<file path="config.mk">
export PLATFORM = sky130hd
export DESIGN_NAME = bitplane_popcount_dot
export DESIGN_NICKNAME = d
export VERILOG_FILES = /design/src/hw/rtl/bpd_pkg.sv /design/src/hw/rtl/bpd_front.sv /design/src/hw/rtl/bpd_queue.sv /design/src/hw/rtl/bpd_back.sv /design/src/hw/rtl/bitplane_popcount_dot.sv
export SDC_FILE = /design/constraint.sdc
export NUM_CORES = 1
export LEC_CHECK = 0
export BUFFER_PORTS_ARGS = -buffer_cell sky130_fd_sc_hd__clkbuf_2
export CAP_MARGIN = 10
export CELL_PAD_IN_SITES_DETAIL_PLACEMENT = 1
export CELL_PAD_IN_SITES_GLOBAL_PLACEMENT = 2
export CORE_MARGIN = 2
export CORE_UTILIZATION = 39
export DETAILED_ROUTE_END_ITERATION = 6
export HOLD_SLACK_MARGIN = 0.1
export PLACE_DENSITY = 0.81
export REMOVE_ABC_BUFFERS = 1
export SLEW_MARGIN = 20
export SYNTH_ARGS = -nofsm -noshare
export SYNTH_HDL_FRONTEND = slang
export SYNTH_SLANG_ARGS = --single-unit
</file>
<file path="constraint.sdc">
create_clock -name i_clk -period 9.9 [get_ports i_clk]
set_input_delay 1.98 -clock i_clk [delete_from_list [all_inputs] [get_ports i_clk]]
set_output_delay 1.98 -clock i_clk [all_outputs]
set_load 0.03 [all_outputs]
</file>
<file path="src/hw/rtl/bpd_pkg.sv">
`timescale 1ns / 1ps
// Shared types and constants for the bit-plane popcount dot product block.
// No dependencies; every module of the block imports this package.
package bpd_pkg;

    // Sizing limits
    localparam int MAX_DIM    = 4096;
    localparam int MAX_PLANES = 8;

    // Fixed field widths
    localparam int WordW = 64;
    localparam int DimW  = 13;
    localparam int PlnW  = 4;
    localparam int DotW  = 20;

    // Derived widths
    localparam int MaxBytes  = (MAX_DIM + 7) / 8;
    localparam int MaxWords  = (MaxBytes + 7) / 8;
    localparam int WordIdxW  = (MaxWords > 1) ? $clog2(MaxWords) : 1;
    localparam int WordCntW  = $clog2(MaxWords + 1);
    localparam int PlaneIdxW = (MAX_PLANES > 1) ? $clog2(MAX_PLANES) : 1;
    localparam int CountW    = $clog2(MAX_DIM + 1);
    localparam int PopW      = $clog2(WordW + 1);
    localparam int BytesPerW = WordW / 8;

    // Configuration port
    localparam int CfgIdxW = 1;
    localparam int CfgDatW = DimW;

    typedef enum logic [CfgIdxW-1:0] {
        REG_DIM_BITS   = 1'b0,
        REG_NUM_PLANES = 1'b1
    } t_cfg_reg;

    // Classified word passed from front to back
    typedef struct packed {
        logic [WordW-1:0]     bits;
        logic                 last_word;
        logic                 last_plane;
        logic [PlaneIdxW-1:0] plane_idx;
    } t_work;

    // Mid queue depth
    localparam int QDepth = 4;
    localparam int QPtrW  = $clog2(QDepth);
    localparam int QCntW  = $clog2(QDepth + 1);

    // Output queue depth
    localparam int ODepth = 2;
    localparam int OPtrW  = $clog2(ODepth);
    localparam int OCntW  = $clog2(ODepth + 1);

endpackage

</file>
<file path="src/hw/rtl/bpd_front.sv">
`timescale 1ns / 1ps
// Front end: configuration registers, word/plane position tracking, byte mask.
// Depends on bpd_pkg.
module bpd_front (
    input  logic                              i_clk,
    input  logic                              i_rst_n,
    input  logic                              i_cfg_valid,
    input  logic [bpd_pkg::CfgIdxW-1:0]       i_cfg_index,
    input  logic [bpd_pkg::CfgDatW-1:0]       i_cfg_data,
    input  logic                              i_accept,
    input  logic [bpd_pkg::WordW-1:0]         i_q_word,
    input  logic [bpd_pkg::WordW-1:0]         i_x_word,
    output bpd_pkg::t_work                    o_work
);
    import bpd_pkg::*;

    logic [DimW-1:0]      r_dim_bits;
    logic [PlnW-1:0]      r_num_planes;
    logic [WordIdxW-1:0]  r_word_idx, n_word_idx;
    logic [PlaneIdxW-1:0] r_plane_idx, n_plane_idx;

    logic [DimW-1:0]      dim_sat;
    logic [PlnW-1:0]      pln_sat;
    logic [DimW:0]        bytes_cnt;
    logic [DimW:0]        words_cnt;
    logic [2:0]           rem_bytes;
    logic                 last_word;
    logic                 last_plane;
    logic [WordW-1:0]     mask;

    // Write configuration registers
    always_ff @(posedge i_clk) begin
        if (!i_rst_n) begin
            r_dim_bits   <= DimW'(128);
            r_num_planes <= PlnW'(4);
        end else if (i_cfg_valid) begin
            unique case (t_cfg_reg'(i_cfg_index))
                REG_DIM_BITS:   r_dim_bits   <= i_cfg_data;
                REG_NUM_PLANES: r_num_planes <= i_cfg_data[PlnW-1:0];
                default: ;
            endcase
        end
    end

    // Saturate registers and derive plane geometry
    always_comb begin
        if (r_dim_bits == '0) begin
            dim_sat = DimW'(1);
        end else if (32'(r_dim_bits) > MAX_DIM) begin
            dim_sat = DimW'(MAX_DIM);
        end else begin
            dim_sat = r_dim_bits;
        end
        if (r_num_planes == '0) begin
            pln_sat = PlnW'(1);
        end else if (32'(r_num_planes) > MAX_PLANES) begin
            pln_sat = PlnW'(MAX_PLANES);
        end else begin
            pln_sat = r_num_planes;
        end
        bytes_cnt = ({1'b0, dim_sat} + (DimW+1)'(7)) >> 3;
        words_cnt = (bytes_cnt + (DimW+1)'(7)) >> 3;
        rem_bytes = bytes_cnt[2:0];
    end

    // Classify the current word
    always_comb begin
        last_word  = ((DimW+1)'(r_word_idx) + (DimW+1)'(1)) >= words_cnt;
        last_plane = (5'(r_plane_idx) + 5'd1) >= 5'(pln_sat);
        for (int b = 0; b < BytesPerW; b++) begin
            mask[b*8 +: 8] = (!last_word || rem_bytes == 3'd0 || b < 32'(rem_bytes))
                             ? 8'hFF : 8'h00;
        end
        o_work.bits       = i_q_word & i_x_word & mask;
        o_work.last_word  = last_word;
        o_work.last_plane = last_plane;
        o_work.plane_idx  = r_plane_idx;
    end

    // Advance position counters
    always_comb begin
        n_word_idx  = r_word_idx;
        n_plane_idx = r_plane_idx;
        if (i_accept) begin
            if (!last_word) begin
                n_word_idx = r_word_idx + WordIdxW'(1);
            end else begin
                n_word_idx  = '0;
                n_plane_idx = last_plane ? '0 : r_plane_idx + PlaneIdxW'(1);
            end
        end
    end

    always_ff @(posedge i_clk) begin
        if (!i_rst_n) begin
            r_word_idx  <= '0;
            r_plane_idx <= '0;
        end else begin
            r_word_idx  <= n_word_idx;
            r_plane_idx <= n_plane_idx;
        end
    end

endmodule

</file>
<file path="src/hw/rtl/bpd_queue.sv">
`timescale 1ns / 1ps
// Short queue of classified words between the front and back ends.
// Depends on bpd_pkg.
module bpd_queue (
    input  logic            i_clk,
    input  logic            i_rst_n,
    input  logic            i_wr,
    input  bpd_pkg::t_work  i_data,
    output logic            o_full,
    input  logic            i_rd,
    output logic            o_empty,
    output bpd_pkg::t_work  o_data
);
    import bpd_pkg::*;

    t_work             r_mem [QDepth];
    logic [QPtrW-1:0]  r_wr_ptr, r_rd_ptr;
    logic [QCntW-1:0]  r_count;

    assign o_full  = (r_count == QCntW'(QDepth));
    assign o_empty = (r_count == '0);
    assign o_data  = r_mem[r_rd_ptr];

    // Store incoming word
    always_ff @(posedge i_clk) begin
        if (i_wr) begin
            r_mem[r_wr_ptr] <= i_data;
        end
    end

    // Advance pointers and count
    always_ff @(posedge i_clk) begin
        if (!i_rst_n) begin
            r_wr_ptr <= '0;
            r_rd_ptr <= '0;
            r_count  <= '0;
        end else begin
            if (i_wr) begin
                r_wr_ptr <= r_wr_ptr + QPtrW'(1);
            end
            if (i_rd) begin
                r_rd_ptr <= r_rd_ptr + QPtrW'(1);
            end
            r_count <= r_count + QCntW'(i_wr) - QCntW'(i_rd);
        end
    end

endmodule

</file>
<file path="src/hw/rtl/bpd_back.sv">
`timescale 1ns / 1ps
// Back end: popcount, per-plane accumulate, weighted total and result queue.
// Depends on bpd_pkg.
module bpd_back (
    input  logic                        i_clk,
    input  logic                        i_rst_n,
    input  logic                        i_work_valid,
    input  bpd_pkg::t_work              i_work,
    output logic                        o_work_take,
    output logic                        o_empty,
    input  logic                        i_pop,
    output logic [bpd_pkg::DotW-1:0]    o_dot_value
);
    import bpd_pkg::*;

    logic [CountW-1:0] r_plane_count, n_plane_count;
    logic [DotW-1:0]   r_dot_total, n_dot_total;
    logic [DotW-1:0]   r_out_mem [ODepth];
    logic [OPtrW-1:0]  r_out_wr, r_out_rd;
    logic [OCntW-1:0]  r_out_cnt;

    logic [3:0]        byte_cnt [BytesPerW];
    logic [4:0]        pair_cnt [4];
    logic [5:0]        quad_cnt [2];
    logic [PopW-1:0]   pop_cnt;
    logic [CountW-1:0] plane_sum;
    logic [DotW-1:0]   total_sum;
    logic              out_full;
    logic              out_push;
    logic              out_pop;

    assign out_full    = (r_out_cnt == OCntW'(ODepth));
    assign o_work_take = i_work_valid && !out_full;
    assign o_empty     = (r_out_cnt == '0);
    assign o_dot_value = r_out_mem[r_out_rd];
    assign out_pop     = i_pop && !o_empty;

    // Count set bits per byte, then add the byte counts as a tree
    always_comb begin
        for (int b = 0; b < BytesPerW; b++) begin
            byte_cnt[b] = '0;
            for (int i = 0; i < 8; i++) begin
                byte_cnt[b] = byte_cnt[b] + 4'(i_work.bits[b*8 + i]);
            end
        end
        for (int h = 0; h < 4; h++) begin
            pair_cnt[h] = 5'(byte_cnt[2*h]) + 5'(byte_cnt[2*h + 1]);
        end
        for (int h = 0; h < 2; h++) begin
            quad_cnt[h] = 6'(pair_cnt[2*h]) + 6'(pair_cnt[2*h + 1]);
        end
        pop_cnt = PopW'(quad_cnt[0]) + PopW'(quad_cnt[1]);
    end

    // Accumulate plane count and weighted total
    always_comb begin
        plane_sum = r_plane_count + CountW'(pop_cnt);
        total_sum = r_dot_total + (DotW'(plane_sum) << i_work.plane_idx);
    end

    // Update plane count and total
    always_comb begin
        n_plane_count = r_plane_count;
        n_dot_total   = r_dot_total;
        out_push      = 1'b0;
        if (o_work_take) begin
            if (!i_work.last_word) begin
                n_plane_count = plane_sum;
            end else begin
                n_plane_count = '0;
                if (i_work.last_plane) begin
                    n_dot_total = '0;
                    out_push    = 1'b1;
                end else begin
                    n_dot_total = total_sum;
                end
            end
        end
    end

    always_ff @(posedge i_clk) begin
        if (!i_rst_n) begin
            r_plane_count <= '0;
            r_dot_total   <= '0;
        end else begin
            r_plane_count <= n_plane_count;
            r_dot_total   <= n_dot_total;
        end
    end

    // Hold finished totals until popped
    always_ff @(posedge i_clk) begin
        if (out_push) begin
            r_out_mem[r_out_wr] <= total_sum;
        end
    end

    always_ff @(posedge i_clk) begin
        if (!i_rst_n) begin
            r_out_wr  <= '0;
            r_out_rd  <= '0;
            r_out_cnt <= '0;
        end else begin
            if (out_push) begin
                r_out_wr <= r_out_wr + OPtrW'(1);
            end
            if (out_pop) begin
                r_out_rd <= r_out_rd + OPtrW'(1);
            end
            r_out_cnt <= r_out_cnt + OCntW'(out_push) - OCntW'(out_pop);
        end
    end

endmodule

</file>
<file path="src/hw/rtl/bitplane_popcount_dot.sv">
`timescale 1ns / 1ps
// Top level of the bit-plane popcount dot product block.
// Depends on bpd_pkg, bpd_front, bpd_queue and bpd_back.

// The block takes one word (a 64-bit query chunk and its 64-bit code chunk)
// per clock while not full, plane by plane and word by word within a plane,
// and returns one 20-bit weighted popcount total after the last word of the
// last plane. Sustained rate is one word per cycle while the result queue
// has room: the front end masks and tags a word as it is pushed, and the back
// end does one 64-bit popcount and accumulate per cycle. A total is visible
// once the back end takes its last word. A four-word queue between front and
// back and a two-entry result queue absorb stalls on the result side. Write
// configuration only while no words are in flight; the port is always ready.
module bitplane_popcount_dot (
    input  logic                          i_clk,
    input  logic                          i_rst_n,
    input  logic                          push,
    output logic                          full,
    input  logic [bpd_pkg::WordW-1:0]     i_q_word,
    input  logic [bpd_pkg::WordW-1:0]     i_x_word,
    output logic                          empty,
    input  logic                          pop,
    output logic [bpd_pkg::DotW-1:0]      o_dot_value,
    input  logic                          i_cfg_valid,
    output logic                          o_cfg_ready,
    input  logic [bpd_pkg::CfgIdxW-1:0]   i_cfg_index,
    input  logic [bpd_pkg::CfgDatW-1:0]   i_cfg_data
);
    import bpd_pkg::*;

    t_work front_work;
    t_work back_work;
    logic  accept;
    logic  q_empty;
    logic  q_take;

    assign o_cfg_ready = 1'b1;
    assign accept      = push && !full;

    bpd_front u_front (
        .i_clk       (i_clk),
        .i_rst_n     (i_rst_n),
        .i_cfg_valid (i_cfg_valid),
        .i_cfg_index (i_cfg_index),
        .i_cfg_data  (i_cfg_data),
        .i_accept    (accept),
        .i_q_word    (i_q_word),
        .i_x_word    (i_x_word),
        .o_work      (front_work)
    );

    bpd_queue u_queue (
        .i_clk   (i_clk),
        .i_rst_n (i_rst_n),
        .i_wr    (accept),
        .i_data  (front_work),
        .o_full  (full),
        .i_rd    (q_take),
        .o_empty (q_empty),
        .o_data  (back_work)
    );

    bpd_back u_back (
        .i_clk        (i_clk),
        .i_rst_n      (i_rst_n),
        .i_work_valid (!q_empty),
        .i_work       (back_work),
        .o_work_take  (q_take),
        .o_empty      (empty),
        .i_pop        (pop),
        .o_dot_value  (o_dot_value)
    );

endmodule

</file>
==> results.cfg, run 1 <==
[status]
status = finished clean

[die]
start_util = 0.395
rows = 81
io_pins = 170
die_h_um = 227
core-area_sq_um = 49100
fp.dieArea_sq_um = 51500
fp.dieW_um = 227

[routing]
drcViolationCount = 0
firstDrtPassIters = 5
drtIter0Drc = 684
drtAntennaViolNets = 0
vias = 11900
routed_wl_um = 45100
wl_per_cell_um = 19.5
via_per_inst = 5.15

[global_route]
grt_pass1_vias = 12700
grt_usage = 0.177
antenna_found_initial = 0
grt.overflow.total = 0
grt_first_pass_wirelength_um = 70100
grt_max_degree = 75

[worst_setup_path]
cp.arrival_ps = 9930
cp_common_cell = fa_1
critical_path_class = reg -> reg
reg2reg_depth = 35
slowest_delay_ps = 560
cp-end-kind = register
r2r_slack_ps = 380
crit_slowest_cell = mux4_2
critPathMaxFanout = 5
worst_ep_required_time_ps = 10310
startpoint_type = register

[clock_network]
clock-sinks = 389
numCtsBuffers = 42
clkLatencyLatePin_ps = 590
path_clk_slew_ps = 60
htreeDepth = 2
hold_buffers = 0
cts_tree = yes
clockRootBuffer = clkbuf_16
cts.path.max_buffers = 3

[worst_hold_path]
min_path_cells = 1
hp-class = reg -> reg

[logic_synthesis]
ys.flop_type = edfxtp_1
syn_avg_cell_area_sq_um = 13.9
synth_cells = 1397
synth_top_area_cell = edfxtp_1
synth_area_sq_um = 19400
synth_area_leaders = edfxtp_1 (49%), mux4_2 (7.8%), dfxtp_1 (7.5%), fa_1 (6.3%), ha_1 (5.0%)
ys_seq_elements = 389
synth_cell_type_count = 69
yosys_warnings = 0
ys_async_sr_fraction = 0
seq_area_frac_synth = 0.565
synth-edff-count = 316
yosysTopAreaCellShare = 0.489

[place]
io_buffers = 168
place.gp.congestion = 0.823
dp_cells = 2207
dp_hpwl_um = 31100

[cells_and_area]
diodes = 0
num-fill-cells = 5082
drive_gt1_frac = 0.271
finalNonFillerCells = 2312
seq_area_sq_um = 11000
syn2layout_area_growth_pct = 18.2
num-nets-final = 1900
multiInputGateArea_sq_um = 7980

[sta]
worst_slew_pin_slew_ps = 1090
skew_ps = 30.1
min_period_ps = 9520
setup_viol = 0
slew_violations = 0
maxSlewHeadroom = 0.271
setup_tns_ps = 0
final.period_utilization = 0.961
hold_viol = 0
fmax_mhz = 105

[flow_run]
maxCapViolCount = 0
## layout make-up
cell class	instances	area share
Timing Repair Buffer	222	0.0597
Clock inverter	25	0.00906
Multi-Input combinational cell	835	0.348
Clock buffer	52	0.0484
Sequential cell	389	0.478
Inverter	125	0.0205
Tap cell	664	0.0362
## cell families (layout without fill, tap and decap cells)
group,after synthesis,in the layout,synth area share
buffers and inverters,173,424,0.0361
muxes,122,122,0.108
and+or+nand+nor,344,344,0.0947
other,1,1,0.000193
xor gates and xnor gates,48,48,0.0217
DFF,389,389,0.565
adders and majority gates,138,138,0.113
AOI/OAI and AO/OA,182,182,0.0624
## critical path: cells and delay by family, from the launching register on
family / cells / cell delay, ps
AOI/OAI and AO/OA: 6 / 1170
muxes: 1 / 560
buffers and inverters: 7 / 620
and+or+nand+nor: 8 / 1420
DFF: 1 / 440
adders and majority gates: 12 / 4950
xor gates and xnor gates: 1 / 190
## placed cells by master (no fill, tap or decap), types with 23 or more instances in the layout
master | synthesis | routed
a21oi_1 | 46 | 39
and2_1 | 35 | 30
and3_1 | 70 | 69
buf_4 | 5 | 45
clkbuf_16 | 0 | 44
clkbuf_2 | 0 | 168
dfxtp_1 | 73 | 71
edfxtp_1 | 316 | 316
fa_1 | 61 | 49
ha_1 | 77 | 73
inv_1 | 124 | 124
mux2_2 | 23 | 23
mux2i_1 | 32 | 30
mux4_2 | 67 | 67
nand2_1 | 95 | 95
nor2_1 | 34 | 31
nor2b_1 | 33 | 32
o21ai_0 | 28 | 25
xnor2_1 | 31 | 28
## per-stage QoR
stage               cell area (sq um)  hold slack [ps]  setup slack (ps)   util
floorplan                       19200              439             -1910      -
global placement                21100              448               165  0.430
detailed placement              21100              464              -107  0.430
finish                          22900              466               385  0.467
CTS                             22500              467              5.71  0.459
global route                    22900              485             -60.6  0.467
## flip-flops by register name, indices dropped and copies added, names as in the netlist, 3 cells and up, named ones only
signal and count:
u_front.r_word_idx 6, u_front.r_plane_idx 3, u_front.r_num_planes 4, u_queue.r_mem 276, u_queue.r_count 3, u_back.r_out_mem 40
u_back.r_plane_count 13, u_back.r_dot_total 20, u_front.r_dim_bits 13
## layer usage
metal,vias up,track usage,part of all wire
li1,5569,-,-
met1,6037,0.223,0.42
met2,221,0.313,0.52
met3,71,0.0259,0.038
met4,0,0.0573,0.026
met5,-,0,0
## path summary, 6_finish.rpt
check	start	to
min	u_back.r_dot_total[19]	u_back.r_dot_total[19]
max reg2reg	register	u_back.r_out_mem[1][19]
min reg2reg	u_back.r_dot_total[19]	u_back.r_dot_total[19]
max	register	u_back.r_out_mem[1][19]
## synthesized netlist by cell type (4+ instances only)
cell type and instances:
nand4_1 6, o21ai_1 7, and3_1 70, edfxtp_1 316
mux2_2 23, buf_4 5, nor2b_1 33, a21o_1 8
inv_1 124, a22o_1 8, a21boi_0 18, nand2_1 95
buf_1 7, nor3_1 10, xor2_1 17, nand3_1 19
mux4_2 67, or3_1 7, ha_1 77, o22ai_1 5
o21a_1 12, nor3b_1 6, nand4b_1 4, fa_1 61
a21oi_1 46, nand3b_1 4, o21ai_0 28, a22oi_1 9
a31oi_1 6, a211oi_1 4, clkbuf_1 21, xnor2_1 31
and2_1 35, nor2_1 34, nand2b_1 10, dfxtp_1 73
mux2i_1 32, buf_2 13
## repair_timing
action	4_1_cts	5_1_grt
cloned	1	1
setup endpoints to repair	3	36
pin swaps	3	40
setup buffers	9	17
gates resized for setup	4	57
Power of run 1 is left out: the tool's default activity adds up to more than one toggle a clock period on the data nets, which glitch-free logic cannot reach.
==> run 2: changes to the inputs <==
Settings changed: CORE_MARGIN 2 to 10.
==> results.cfg, run 2 (synthesis results as in run 1) <==
[cells_and_area]
finalNonFillerCells = 2308
final_common_cell = edfxtp_1
syn2layout_area_growth_pct = 18.1
largest_reg_flops = 276
largest_register = u_queue.r_mem
top_regs = u_queue.r_mem x276, u_back.r_out_mem x40, u_back.r_dot_total x20
drive_gt1_frac = 0.263
diodes = 0
layout_common_cells = edfxtp_1 (316), clkbuf_2 (168), inv_1 (124)
utilization = 0.467
num-fill-cells = 5026
num-nets-final = 1897

[clock_network]
clockRootBuffer = clkbuf_16
clkLatencyLatePin_ps = 590
path_clk_slew_ps = 60
cts_tree = yes
clock-sinks = 389
numCtsBuffers = 43
htreeDepth = 2
cts.path.max_buffers = 3
hold_buffers = 0

[die]
fp.dieArea_sq_um = 59100
start_util = 0.395
io_pins = 170
die_h_um = 243
core-area_sq_um = 49100
rows = 81
fp.dieW_um = 243

[worst_setup_path]
cp-end-kind = register
worst_ep_required_time_ps = 10220
cp_common_cell = fa_1
critical_path_class = reg -> reg
crit_slowest_cell = fa_1
crit_end = u_back.r_out_mem[0][19]
cp.arrival_ps = 9850
rr_endpoint = u_back.r_out_mem[0][19]
startpoint_type = register
slowest_delay_ps = 580
cp_num_cells = 36
reg2reg_depth = 36
r2r_slack_ps = 370
crit_buf_inv = 8
critPathMaxFanout = 7
cp_top_family = adder cells

[worst_hold_path]
hp-class = reg -> reg
min_path_cells = 1
hp-start = u_back.r_dot_total[19]

[sta]
min_period_ps = 9530
fmax_mhz = 105
worst_slew_pin_slew_ps = 1110
skew_ps = 27.5
hold_viol = 0
maxSlewHeadroom = 0.263
setup_viol = 0
final.period_utilization = 0.963
slew_violations = 0

[routing]
routed_wl_um = 46600
drtAntennaViolNets = 0
via_per_inst = 5.11
firstDrtPassIters = 4
drcViolationCount = 0
vias = 11800
wl_per_cell_um = 20.2
drtIter0Drc = 656

[global_route]
grt.overflow.total = 0
antenna_found_initial = 0
grt_usage = 0.152
grt_first_pass_wirelength_um = 72100
grt_max_degree = 75
grt_pass1_vias = 13000

[place]
io_buffers = 168
dp_cells = 2209
place.gp.congestion = 0.804
dp_hpwl_um = 32800

[flow_run]
maxCapViolCount = 0

[status]
status = finished clean
-- run 2: changes by cell type in the layout (fill, tap and decap cells not counted), sizes merged, moves of 2 or more --
cell	delta
buf	-4
clkinv	-3
clkinvlp	-3
inv	+3
bufinv	+2
clkbuf	+2
-- run 2: worst min-delay path by stage --
stage          slack [ps]                endpoint
2_1_floorplan         440  u_back.r_dot_total[19]
3_3_place_gp          450  u_back.r_dot_total[19]
3_5_place_dp          480  u_back.r_dot_total[19]
4_1_cts               490  u_back.r_dot_total[19]
5_1_grt               500  u_back.r_dot_total[19]
6_report              470  u_back.r_dot_total[19]
-- run 2: cell type report --
cell class,instances,area [sq um],share of cell area
Clock inverter,24,230,0.0101
Inverter,125,469,0.0205
Multi-Input combinational cell,835,7920,0.346
Tap cell,664,831,0.0363
Timing Repair Buffer,218,1370,0.0596
Sequential cell,389,11000,0.479
Clock buffer,53,1120,0.0491
-- run 2: per-stage QoR --
stage | instance area [sq um] | setup slack (ps) | TNS (ps) | hold slack (ps)
global route | 22900 | -50.5 | -101 | 501
CTS | 22500 | 43.7 | 0 | 485
floorplan | 19200 | -1910 | -58810 | 439
global placement | 21100 | 211 | 0 | 448
finish | 22900 | 368 | 0 | 473
detailed placement | 21100 | -27.8 | -55.6 | 477
-- run 2: routing by layer --
layer	GRT usage	routed length, um
met1	0.184	19600
met2	0.272	24300
met3	0.0278	1590
met4	0.0458	1060
met5	0	0
-- run 2: what timing repair did --
item	CTS	global route
buffers inserted	1	18
cloned	0	2
pin swaps	1	25
setup endpoints to repair	2	34
resized for setup	1	50
Power of run 2 is left out for the same reason.
